$ cat src/rtl/core/imusd_pkg.sv
// Shared types and constants for the IMU stillness detector.
`default_nettype none

package imusd_pkg;

  // Configuration port geometry.
  localparam int CFG_INDEX_W = 2;
  localparam int CFG_DATA_W  = 14;

  // Configuration register indexes.
  localparam logic [CFG_INDEX_W-1:0] CFG_GYRO_THRESHOLD  = 2'd0;
  localparam logic [CFG_INDEX_W-1:0] CFG_ACCEL_TOLERANCE = 2'd1;
  localparam logic [CFG_INDEX_W-1:0] CFG_ONE_G           = 2'd2;
  localparam logic [CFG_INDEX_W-1:0] CFG_STILL_NEEDED    = 2'd3;

  // Register values after reset.
  localparam logic [11:0] GYRO_THRESHOLD_RST  = 12'd96;
  localparam logic [11:0] ACCEL_TOLERANCE_RST = 12'd376;
  localparam logic [13:0] ONE_G_RST           = 14'd4096;
  localparam logic [7:0]  STILL_NEEDED_RST    = 8'd35;

  // Calibration accumulator and sample counter widths.
  localparam int SUM_W = 24;
  localparam int CNT_W = 8;

  // One IMU sample.
  typedef struct packed {
    logic signed [15:0] accel_x;
    logic signed [15:0] accel_y;
    logic signed [15:0] accel_z;
    logic signed [15:0] rate_x;
    logic signed [15:0] rate_y;
    logic signed [15:0] rate_z;
    logic               accel_ok;
    logic               rate_ok;
    logic               mag_ok;
  } imusd_in_t;

  // One result.
  typedef struct packed {
    logic               calibrating;
    logic               accepted;
    logic               still_now;
    logic               rest_active;
    logic [7:0]         still_run;
    logic signed [15:0] fixed_rate_x;
    logic signed [15:0] fixed_rate_y;
    logic signed [15:0] fixed_rate_z;
  } imusd_out_t;

  // Limits derived from the configuration registers, compared as squares.
  typedef struct packed {
    logic [23:0] thr_sq;
    logic [29:0] hi_sq;
    logic [27:0] lo_sq;
    logic        lo_void;
    logic [7:0]  still_needed;
  } imusd_limits_t;

endpackage

`default_nettype wire

$ cat src/rtl/core/imusd_bias_div.sv
// Rounded division of one calibration sum by the sample count, registered.
`default_nettype none

module imusd_bias_div
  import imusd_pkg::*;
#(
  parameter int N = 200
) (
  input  wire logic                    clk,
  input  wire logic signed [SUM_W-1:0] sum,
  output logic signed [15:0]           bias
);

  // Reciprocal with a 31 bit shift is exact for magnitudes below 2^23.
  localparam int          SHIFT = 31;
  localparam logic [31:0] RECIP = 32'(((64'd1 << SHIFT) + 64'(N) - 64'd1) / 64'(N));
  localparam logic [SUM_W-1:0] HALF = SUM_W'(N / 2);

  logic             neg;
  logic [SUM_W-1:0] abs_sum;
  logic [SUM_W-1:0] mag;
  logic [55:0]      prod;
  logic [16:0]      quot;
  logic [16:0]      signed_quot;

  // Round half away from zero: divide the magnitude, then restore the sign.
  always_comb begin
    neg         = sum[SUM_W-1];
    abs_sum     = neg ? SUM_W'(-sum) : SUM_W'(sum);
    mag         = abs_sum + HALF;
    prod        = 56'(mag) * 56'(RECIP);
    quot        = prod[SHIFT +: 17];
    signed_quot = neg ? 17'(-quot) : quot;
  end

  always_ff @(posedge clk) begin
    bias <= signed_quot[15:0];
  end

endmodule

`default_nettype wire
$ cat config.mk
export PLATFORM = sky130hd
export DESIGN_NAME = imusd_bias_div
export DESIGN_NICKNAME = d
export VERILOG_FILES = /design/src/rtl/core/imusd_pkg.sv /design/src/rtl/core/imusd_bias_div.sv
export SDC_FILE = /design/constraint.sdc
export NUM_CORES = 1
export LEC_CHECK = 0
export BUFFER_PORTS_ARGS = -buffer_cell sky130_fd_sc_hd__buf_2
export CORE_MARGIN = 2
export CORE_UTILIZATION = 65
export DETAILED_ROUTE_END_ITERATION = 8
export PLACE_DENSITY_LB_ADDON = 0.3
export SYNTH_ARGS = -nofsm -noshare
export SYNTH_HDL_FRONTEND = slang
export SYNTH_SLANG_ARGS = --single-unit
$ cat constraint.sdc
create_clock -name clk -period 12.6 [get_ports clk]
set_clock_uncertainty 0.05 [all_clocks]
set_input_delay 2.52 -clock clk [delete_from_list [all_inputs] [get_ports clk]]
set_output_delay 2.52 -clock clk [all_outputs]
set_load 0.05 [all_outputs]
After elaboration in Yosys (flattened, before gate mapping)
Cells that the tools add are included.
{"block": "word_totals", "output_inout_bits": 16, "in_bits": 25, "wordCells": 7, "reg_bits": 16}
{"block": "op_classes", "n_mux": 2, "multipliers": 1, "addsub": 3}
{"cell": "24-bit by 24-bit multiplier with 47-bit output, second input constant", "count": 1}
{"cell": "24-bit by 7-bit adder with 24-bit output, second input constant", "count": 1}
{"cell": "24-bit two-way mux", "count": 1}
{"cell": "24-bit negation", "count": 1}
{"cell": "16-bit two-way mux", "count": 1}
{"cell": "16-bit negation", "count": 1}

Logic depth before layout (Yosys ltp)
{"block": "logic_depth", "word_depth": 6, "mapped_depth": 40, "ltp_nobuf": 39}

Worst setup path before layout
No wires, ideal clock.
{"block": "synth_path", "path_type": "input-to-reg", "from": "input port sum[23]", "to": "register bias[12]", "path_buffers": 4, "setup_ns": 0.121, "slack_ns": 0.867, "arrival_ns": 11.562, "path_stages": 37, "t_required_ns": 12.429, "cell_sequence": "clkbuf_1 > clkbuf_1 > clkbuf_1 > o31ai_1 > xor2_1 > inv_1 > ha_1 > nand2b_1 > a31oi_1 > nand2_1 > nor3_2 > nand2_1 > xor2_1 > ha_1 > fa_1 > inv_1 > fa_1 > inv_1 > fa_1 > fa_1 > inv_1 > fa_1 > inv_1 > ha_1 > ha_1 > o21a_1 > o211ai_1 > o21ai_0 > or3_1 > nor3_1 > nor4b_2 > nand3b_1 > or4_1 > buf_2 > o221ai_1 > or3b_1 > xnor2_1"}
{"block": "synth_between", "elab_chain_cells": 6}
{"item": "start, declared", "line": "imusd_bias_div.sv:10", "source": "input wire logic signed [SUM_W-1:0] sum,"}
{"item": "24-bit negation", "line": "imusd_bias_div.sv:29", "source": "abs_sum = neg ? SUM_W'(-sum) : SUM_W'(sum);"}
{"item": "24-bit two-way mux", "line": "imusd_bias_div.sv:29"}
{"item": "24-bit by 7-bit adder with 24-bit output", "line": "imusd_bias_div.sv:30", "source": "mag = abs_sum + HALF;"}
{"item": "24-bit by 24-bit multiplier with 47-bit output", "line": "imusd_bias_div.sv:31", "source": "prod = 56'(mag) * 56'(RECIP);"}
{"item": "16-bit negation", "line": "imusd_bias_div.sv:33", "source": "signed_quot = neg ? 17'(-quot) : quot;"}
{"item": "16-bit two-way mux *", "line": "imusd_bias_div.sv:33"}
{"item": "via signed_quot[12]", "line": "imusd_bias_div.sv:24", "source": "logic [16:0] signed_quot;"}
{"item": "end signal, assigned", "line": "imusd_bias_div.sv:37", "source": "bias <= signed_quot[15:0];"}
{"item": "end, declared", "line": "imusd_bias_div.sv:11", "source": "output logic signed [15:0] bias"}
Mark *: on every way through the listed nets, which the timed path passes. The rest lies on a longest branch.

Final worst setup path
{"block": "layout_path", "from": "input port sum[0]", "to": "register bias[13]"}
{"block": "layout_between", "elab_chain_cells": 6}
{"item": "24-bit negation", "line": "imusd_bias_div.sv:29"}
{"item": "24-bit two-way mux *", "line": "imusd_bias_div.sv:29"}
{"item": "24-bit by 7-bit adder with 24-bit output *", "line": "imusd_bias_div.sv:30"}
{"item": "24-bit by 24-bit multiplier with 47-bit output *", "line": "imusd_bias_div.sv:31"}
{"item": "16-bit negation", "line": "imusd_bias_div.sv:33"}
{"item": "16-bit two-way mux *", "line": "imusd_bias_div.sv:33"}
{"item": "via signed_quot[13]", "line": "imusd_bias_div.sv:24"}
Marks and branches as above.

==> qor.yml <==
worst_setup_path:
  crit_fanout: 6
  worst-path-buf-inv: 8
  crit_top_cell: "inv_1"
  worstPathArrival_ns: 12.23
  crit_slowest_cell: "or4_1"
  crit_path_start_kind: "input pin"
  slowest_delay_ns: 0.66
  critPathTopFamily: "simple AND/OR/NAND/NOR gates"
  crit_type: "input pin to flip-flop"
  worstSetupEndpointType: "flip-flop"
  crit_required_ns: 12.72
sta:
  fin_crit_sh: 0.961
  worst_slew_pin_slew_ns: 0.758
  relSlewSlack: 0.491
  fmax_mhz: 82.6
  fin_tns_setup_ns: 0
  rsz0062_at_grt: "false"
  slew_viol_final: 0
  period_minus_slack_ns: 12.11
  finalSetupViolCount: 0
  final-hold-violation-count: 0
drt:
  wirelength_um: 31800
  vias_per_cell: 5.58
  firstDrtPassIters: 7
  vias: 9923
  drc: 0
  drtIter0Drc: 609
  post_drt_wl_per_cell_um: 17.9
  antenna_left: 0
clock_network:
  htree_levels: 1
  clk_path_buf_depth: 2
  clk_pin_slew_ns: 0.05
  cts_tree: "built"
  cts_hold_buffers: 0
  post_cts_buffers: 0
  cts_buffers: 3
  clockRootBuffer: "clkbuf_16"
  clock-sinks: 16
grt:
  grt_max_degree: 36
  grt-ovfl-total: 0
  grt_util_all_layers: 0.313
  grt_first_pass_wirelength_um: 51900
  grt_antenna_before_repair: 0
  grt_pass1_vias: 10300
synthesis:
  synth_top_area_frac: 0.340
  ys_types: 73
  async_flop_share: 0
  yosys-top-cells-area: "fa_1, ha_1, inv_1"
  yosysSeqAreaShare: 0.0248
  ys.flop_type: "dfxtp_1"
  syn_inst: 1448
  ys_seq_elements: 16
  syn_avg_cell_area_um2: 8.93
  synth.most_common_cell: "inv_1"
  syn_nets: 1965
  yosysTopAreaCell: "fa_1"
  synth_common_cells: "inv_1, ha_1, fa_1, nand2_1, a21oi_1"
  ys_warn_count: 0
  synth_area_um2: 12900
  synth-edff-count: 0
placement:
  place_congestion: 0.957
  hpwl_um: 28800
  port_buffers: 40
floorplan:
  die-area_um2: 21000
  dieHeight_um: 145
  ioPinCount: 41
  initial_core_util: 0.662
  chipWidth_um: 145
  core_area_um2: 19500
  rows: 51
final_layout:
  synthToLayoutAreaGrowth_pct: 6.83
  top_regs: "bias: 16 flops"
  drive_gt1_frac: 0.0773
  final_nets: 2032
  regMostFlops: "bias"
  n_antenna_cell: 0
  largest_reg_flops: 16
flow_run:
  max_cap_violations: 0
min_path:
  hold_class: "input pin to flip-flop"
status:
  status: "complete, no violations"
==> kinds of logic (layout without fill, tap and decap cells) <==
kind of cell,after synthesis,after routing,share of synthesized area
adders and majority gates,492,492,0.604
muxes,1,1,0.000774
xor gates and xnor gates,82,82,0.0555
AOI/OAI and AO/OA,186,186,0.0954
and+or+nand+nor,212,212,0.0863
DFF,16,16,0.0248
buffers and inverters,459,525,0.134
==> placed cells by master, fill, tap and decap left out, drive strengths merged, types with 8 or more instances in the layout <==
cell,n
o31ai,10
nand2,60
ha,272
a21oi,51
xnor2,41
nor3,20
nand2b,10
o21ai,48
fa,220
buf,78
a21o,8
nor2,38
dfxtp,16
or2,8
xor2,41
inv,443
nand3,22
==> layout make-up <==
| cell class | count | area, um^2 |
|---|---|---|
| clock buffers | 4 | 88.8 |
| fillers | 1518 | 5710 |
| inverters | 443 | 1660 |
| multi-input cells | 973 | 10900 |
| flip-flops and latches | 16 | 320 |
| well taps | 265 | 332 |
| repair buffers | 78 | 485 |
==> timing repair <==
| item | 4_1_cts | 5_1_grt |
|---|---|---|
| endpoints found under the setup margin | 0 | 5 |
| endpoints found under the hold margin | 0 | 0 |
| resized for setup | 0 | 6 |
==> metal layers <==
metal | track usage | wire [um]
met2 | 0.527 | 15500
met5 | 0 | 0
met4 | 0.118 | 1430
met3 | 0.0390 | 1740
met1 | 0.415 | 13100
==> through the flow <==
step | hold WS [ns] | area (um^2) | instances | worst slack (ns) | util
floorplan | 2.91 | 12900 | 1448 | 0.867 | -
global placement | 2.94 | 13700 | 1775 | 0.375 | 0.701
detailed placement | 2.94 | 13700 | 1775 | 0.139 | 0.701
CTS | 2.87 | 13800 | 1779 | 0.384 | 0.705
global route | 2.91 | 13800 | 1779 | 0.0118 | 0.708
finish | 2.88 | 13800 | 1779 | 0.491 | 0.708
==> worst min-delay path, cell delays in order <==
cell	delay [ns]
buf_2	0.15
buf_4	0.26
nand2_1	0.11
xnor2_1	0.06
==> worst paths after layout <==
check	startpoint	to	depth (start not counted)
worst max-delay path	sum[0]	bias[13]	36
worst min-delay path	sum[23]	bias[11]	4
Power is not shown: default switching activity piles up to over one toggle a cycle in this logic, so the estimate is an artifact.
