<file path="src/rtl/core/imusd_pkg.sv">
// Shared types and constants for the IMU stillness detector.
`default_nettype none

package imusd_pkg;

  // Configuration port geometry.
  localparam int CFG_INDEX_W = 2;
  localparam int CFG_DATA_W  = 14;

  // Configuration register indexes.
  localparam logic [CFG_INDEX_W-1:0] CFG_GYRO_THRESHOLD  = 2'd0;
  localparam logic [CFG_INDEX_W-1:0] CFG_ACCEL_TOLERANCE = 2'd1;
  localparam logic [CFG_INDEX_W-1:0] CFG_ONE_G           = 2'd2;
  localparam logic [CFG_INDEX_W-1:0] CFG_STILL_NEEDED    = 2'd3;

  // Register values after reset.
  localparam logic [11:0] GYRO_THRESHOLD_RST  = 12'd96;
  localparam logic [11:0] ACCEL_TOLERANCE_RST = 12'd376;
  localparam logic [13:0] ONE_G_RST           = 14'd4096;
  localparam logic [7:0]  STILL_NEEDED_RST    = 8'd35;

  // Calibration accumulator and sample counter widths.
  localparam int SUM_W = 24;
  localparam int CNT_W = 8;

  // One IMU sample.
  typedef struct packed {
    logic signed [15:0] accel_x;
    logic signed [15:0] accel_y;
    logic signed [15:0] accel_z;
    logic signed [15:0] rate_x;
    logic signed [15:0] rate_y;
    logic signed [15:0] rate_z;
    logic               accel_ok;
    logic               rate_ok;
    logic               mag_ok;
  } imusd_in_t;

  // One result.
  typedef struct packed {
    logic               calibrating;
    logic               accepted;
    logic               still_now;
    logic               rest_active;
    logic [7:0]         still_run;
    logic signed [15:0] fixed_rate_x;
    logic signed [15:0] fixed_rate_y;
    logic signed [15:0] fixed_rate_z;
  } imusd_out_t;

  // Limits derived from the configuration registers, compared as squares.
  typedef struct packed {
    logic [23:0] thr_sq;
    logic [29:0] hi_sq;
    logic [27:0] lo_sq;
    logic        lo_void;
    logic [7:0]  still_needed;
  } imusd_limits_t;

endpackage

`default_nettype wire

</file>
<file path="src/rtl/core/imusd_cfg.sv">
// Configuration registers and the squared limits derived from them.
`default_nettype none

module imusd_cfg
  import imusd_pkg::*;
(
  input  wire logic                   clk,
  input  wire logic                   rst,
  input  wire logic                   cfg_write,
  input  wire logic [CFG_INDEX_W-1:0] cfg_index,
  input  wire logic [CFG_DATA_W-1:0]  cfg_data,
  output imusd_limits_t               limits
);

  logic [11:0] gyro_threshold;
  logic [11:0] accel_tolerance;
  logic [13:0] one_g;
  logic [7:0]  still_needed;

  logic [14:0] hi_bound;
  logic [13:0] lo_bound;

  // Register writes.
  always_ff @(posedge clk) begin
    if (rst) begin
      gyro_threshold  <= GYRO_THRESHOLD_RST;
      accel_tolerance <= ACCEL_TOLERANCE_RST;
      one_g           <= ONE_G_RST;
      still_needed    <= STILL_NEEDED_RST;
    end else if (cfg_write) begin
      unique case (cfg_index)
        CFG_GYRO_THRESHOLD:  gyro_threshold  <= cfg_data[11:0];
        CFG_ACCEL_TOLERANCE: accel_tolerance <= cfg_data[11:0];
        CFG_ONE_G:           one_g           <= cfg_data;
        CFG_STILL_NEEDED:    still_needed    <= cfg_data[7:0];
        default: begin
        end
      endcase
    end
  end

  // Band edges around one g; the lower edge drops out when it would go negative.
  assign hi_bound = {1'b0, one_g} + {3'b000, accel_tolerance};
  assign lo_bound = one_g - {2'b00, accel_tolerance};

  // Squared limits are registered so the compare paths start from flops.
  always_ff @(posedge clk) begin
    limits.thr_sq       <= 24'(gyro_threshold) * 24'(gyro_threshold);
    limits.hi_sq        <= 30'(hi_bound) * 30'(hi_bound);
    limits.lo_sq        <= 28'(lo_bound) * 28'(lo_bound);
    limits.lo_void      <= (one_g < {2'b00, accel_tolerance});
    limits.still_needed <= still_needed;
  end

endmodule

`default_nettype wire

</file>
<file path="config.mk">
export PLATFORM = sky130hd
export DESIGN_NAME = imusd_cfg
export DESIGN_NICKNAME = d
export VERILOG_FILES = /design/src/rtl/core/imusd_pkg.sv /design/src/rtl/core/imusd_cfg.sv
export SDC_FILE = /design/constraint.sdc
export NUM_CORES = 1
export LEC_CHECK = 0
export ABC_AREA = 1
export BUFFER_PORTS_ARGS = -buffer_cell sky130_fd_sc_hd__buf_2
export CORE_MARGIN = 4
export CORE_UTILIZATION = 55
export CTS_BUF_LIST = sky130_fd_sc_hd__clkbuf_8
export DETAILED_ROUTE_END_ITERATION = 8
export PLACE_DENSITY = 0.73
export SLEW_MARGIN = 20
export SYNTH_ARGS = -nofsm -noshare
export SYNTH_HDL_FRONTEND = slang
export SYNTH_SLANG_ARGS = --single-unit
export TNS_END_PERCENT = 1
</file>
<file path="constraint.sdc">
create_clock -name clk -period 14.1 [get_ports clk]
set_input_delay 1.41 -clock clk [delete_from_list [all_inputs] [get_ports clk]]
set_output_delay 1.41 -clock clk [all_outputs]
set_load 0.02 [all_outputs]
</file>
# Word level (Yosys, flattened, before mapping)
# Cells that the tools add are included.
[totals]
reg_bits = 137
input_bits = 19
output_inout_bits = 91
elab_cells = 23
[op_classes]
addsub = 2
multipliers = 3
order_cmp = 1
n_eq_ne = 3
reduce_logical = 5
[ops]
columns = ["cell", "n"]
rows = [
  ["15-bit by 15-bit multiplier with 30-bit output", 1],
  ["14-bit by 14-bit multiplier with 28-bit output", 1],
  ["12-bit by 12-bit multiplier with 24-bit output", 1],
  ["14-bit by 12-bit adder with 15-bit output", 1],
  ["14-bit by 12-bit less-than comparator with 1-bit output", 1],
  ["14-bit by 12-bit subtractor with 14-bit output", 1],
  ["2-bit AND reduction", 4],
  ["2-bit == test (second input constant)", 2],
  ["2-bit by 1-bit == test with 1-bit output (second input constant)", 1],
  ["2-bit zero test", 1],
]

# Depth between registers and ports, before layout
[logic_depth]
ltp_word = 2
ltp_mapped = 36
mapped_depth_nobuf = 35

# Least setup slack after synthesis
# Ideal clock, no wire load.
[synth_timing]
path_type = "register to register"
start = "reg accel_tolerance[0]"
end = "reg limits[64] in the netlist's numbering"
setup_ns = 0.127
t_arrival_ns = 6.206
path_slack_ns = 7.767
stages_incl_launch_ff = 30
period_less_slack_ns = 6.333
cell_sequence = "dfxtp_1 ha_1 fa_1 nand3_1 nand2_1 nand2_1 nand2_1 xor2_2 inv_2 nor2_1 inv_1 fa_1 fa_1 inv_1 fa_1 inv_1 fa_1 inv_1 fa_1 inv_1 fa_1 inv_1 ha_1 nand2_1 inv_1 a21oi_1 nand2_1 a21oi_1 o21ai_0 xor2_1"
[synth_between]
elab_chain_len = 2
[synth_lines]
columns = ["element", "line", "source"]
rows = [
  ["start, declared", "imusd_cfg.sv:16", "logic [11:0] accel_tolerance;"],
  ["start signal, assigned", "imusd_cfg.sv:33", "CFG_ACCEL_TOLERANCE: accel_tolerance <= cfg_data[11:0];"],
  ["14-bit by 12-bit adder with 15-bit output", "imusd_cfg.sv:43", "assign hi_bound = {1'b0, one_g} + {3'b000, accel_tolerance};"],
  ["15-bit by 15-bit multiplier with 30-bit output", "imusd_cfg.sv:49", "limits.hi_sq <= 30'(hi_bound) * 30'(hi_bound);"],
  ["end, declared", "imusd_cfg.sv:12", "output imusd_limits_t limits"],
]
# No other way between the ends.
# A chain may end at the register's enable or synchronous reset.

# Worst setup path after layout
[layout_timing]
start = "reg accel_tolerance[8]"
end = "reg limits[62] in the netlist's numbering"
# Same word-level chain as after synthesis.

==> flow_summary.yaml <==
clock_network:
  cts_setup_buffers: 0
  ctsResizeCount: 0
  cts_tree: "done"
  cts_root_buffer: "clkbuf_8"
  ctsHoldBuffers: 0
  clk_latency_ns: 0.52
  clkTransAtPathRegs_ns: 0.10
  clockBufferDepth: 2
  cts_sinks: 133
  cts_max_level: 4
  cts_buffers: 17
critical_path:
  worstSetupEndpointType: "flip-flop"
  start_kind: "flip-flop"
  crit_required_ns: 14.54
  r2r_cells: 23
  worstSetupPathType: "flip-flop to flip-flop"
  worst_ep_arrival_time_ns: 8.11
  critPathMaxFanout: 9
drt:
  final_antenna_net_count: 0
  vias_per_cell: 5.215
  drt_iter0_markers: 1290
  drc: 0
  vias: 16660
  routedWlPerCell_microns: 15.42
  totalWireLength_microns: 49280
  firstDrtPassIters: 8
timing:
  max_slew_margin_pct: 28.43
  finClkSkew_ns: 0.02499
  setup_viol: 0
  setup_tns_ns: 0
  finalHoldViolCount: 0
  grt_setup_unrepaired: "no"
  post-route-period-util_pct: 54.39
  worst_slew_pin_slew_ns: 1.067
  maxSlewViolCount: 0
  fmaxAchievable_ghz: 0.1304
  period_minus_slack_ns: 7.668
yosys:
  synth_top_family_by_area: "adder cells"
  ys_seq_elements: 133
  synth_compound_area_share_pct: 6.802
  synth_cell_types: 48
  ys_seq_area_share_pct: 12.66
  synth-xor-area-share_pct: 5.100
  yosysWarnings: 0
  syn_inst: 2585
  async_flop_share_pct: 0
  syn_avg_cell_area_sq_um: 8.133
  synth_top_flop_cell: "dfxtp_1"
  synth_fa_ha_area_share_pct: 46.56
  syn_area_sq_um: 21020
  synth-edff-count: 0
  synthMuxAreaShare_pct: 0
  synthSimpleGateAreaFrac_pct: 16.10
floorplanning:
  rows: 71
  die_h_microns: 203.5
  dieArea_sq_um: 41420
  start_util_pct: 55.82
  core_sq_um: 37670
  die_w_microns: 203.5
  ios: 110
cells_and_area:
  area_delta_synth_final_pct: 6.737
  nFillCells: 3438
  multiInputGateArea_sq_um: 15690
  instances_no_fill: 3195
  seq_area_sq_um: 2663
  fin_nets: 3275
  drive_above_1_share_pct: 7.563
  insertedDiodeCount: 0
outcome:
  status: "finished, final reports clean"
min_path:
  holdCritPathClass: "flip-flop to flip-flop"
  holdPathStages: 0
global_routing:
  antenna_found_initial: 0
  grt_use_total_pct: 24.98
  grt_pass1_vias: 17530
  grt_start_max_net_pins: 47
  grt_pass1_wl_microns: 84520
  gr-total-overflow: 0
placement:
  hpwl_microns: 41510
  dp.cells: 3163
  port_buffers: 106
  gp_congestion: 0.9625
job:
  drv_cap: 0
-- final timing paths --
path	start	to	slack [ns]
worst max-delay path	accel_tolerance[8]$_SDFFE_PP1P_	limits[62]$_DFF_P_	6.43
worst min-delay path	still_needed[5]$_SDFFE_PP1P_	limits[5]$_DFF_P_	0.35
worst min register to register	still_needed[5]$_SDFFE_PP1P_	limits[5]$_DFF_P_	0.35
worst max register to register	accel_tolerance[8]$_SDFFE_PP1P_	limits[62]$_DFF_P_	6.43
-- state kept, by name (all words and copies together) (netlist names) --
name / flops
limits: 87
one_g: 14
accel_tolerance: 12
gyro_threshold: 12
still_needed: 8
-- cell usage after synthesis (23+ instances only) --
master | count | area share [%]
clkbuf_1 | 31 | 0.55
nor2_1 | 249 | 4.4
ha_1 | 256 | 15
dfxtp_1 | 133 | 13
o21ai_0 | 76 | 1.8
nor3_1 | 23 | 0.55
nand2_1 | 425 | 7.6
fa_1 | 329 | 31
xor2_1 | 66 | 2.7
inv_1 | 626 | 11
nand3_1 | 77 | 1.8
a21oi_1 | 106 | 2.5
-- layer usage --
metal,global-route usage (%),wire length (microns),vias to the layer above
li1,-,-,7952
met1,34.18,21020,8087
met2,41.38,23680,549
met3,4.579,3649,74
met4,6.504,932,0
met5,0,0,-
-- final cells by class --
class / count / area share, %
well taps: 511 / 2.849
multi-input cells: 1760 / 69.93
inverters: 647 / 10.84
repair buffers: 112 / 2.565
flip-flops and latches: 133 / 11.87
clock inverters: 15 / 0.9033
clock buffers: 17 / 1.043
-- critical path: stages, from the launching register on --
cell	delay, ns
dfxtp_1	0.35
inv_1	0.06
ha_1	0.57
inv_1	0.23
a21oi_1	0.24
nand2_1	0.15
nand3b_4	0.24
xor2_2	0.52
nand2_1	0.25
fa_1	0.58
inv_1	0.06
fa_1	0.52
fa_1	0.58
fa_1	0.43
fa_1	0.52
fa_1	0.42
ha_1	0.39
nand2_1	0.10
nor2_1	0.37
nand3_1	0.13
o21ai_0	0.50
nand3_1	0.14
nand2_1	0.11
xor2_1	0.14
-- metrics by stage --
stage                     utilization, %  setup WS, ns  hold WS [ns]  cell area [sq um]
after floorplan                        -         7.767        0.3259              21040
after global placement             58.42         6.766        0.3320              22000
after detailed placement           58.42         6.678        0.3348              22000
after CTS                          59.58         6.633        0.3494              22440
after global routing               59.58         6.189        0.3542              22440
final                              59.58         6.432        0.3546              22440
-- cell usage in the layout (no fill, tap or decap), types with 2 or more instances in the layout --
cell type  count
conb_1         4
inv_1        626
inv_4          2
nor3_1        23
nor2_2         6
clkinv_1       4
a21o_1        14
o21ai_0       76
fa_1         329
clkinv_8       2
nand4_1       17
inv_6          4
buf_2        106
xor2_2         4
o21bai_1      18
xnor2_1       22
xor2_1        66
bufinv_16      2
nand2_2        6
inv_2         15
a21oi_1      106
nand3_2        2
clkbuf_8      17
nor2_1       249
nor2_4         2
xor2_4         8
nand2_4        2
o211ai_1      11
a21boi_0       9
or2_2          5
ha_1         256
nand3_1       77
buf_4          6
a31oi_1        2
nand3b_1       6
inv_8          6
nand2_1      425
o21a_1         3
dfxtp_1      133
-- logic make-up (layout without fill, tap and decap cells) --
| kind of cell | Yosys count | in the layout |
|---|---|---|
| simple gates | 823 | 823 |
| compound gates | 247 | 247 |
| fa+ha+maj | 585 | 585 |
| buf+inv | 695 | 791 |
| other cells | 1 | 4 |
| xor+xnor | 101 | 101 |
| flops | 133 | 133 |
Power is not shown: default switching activity piles up to over one toggle a cycle in this logic, so the estimate is an artifact.
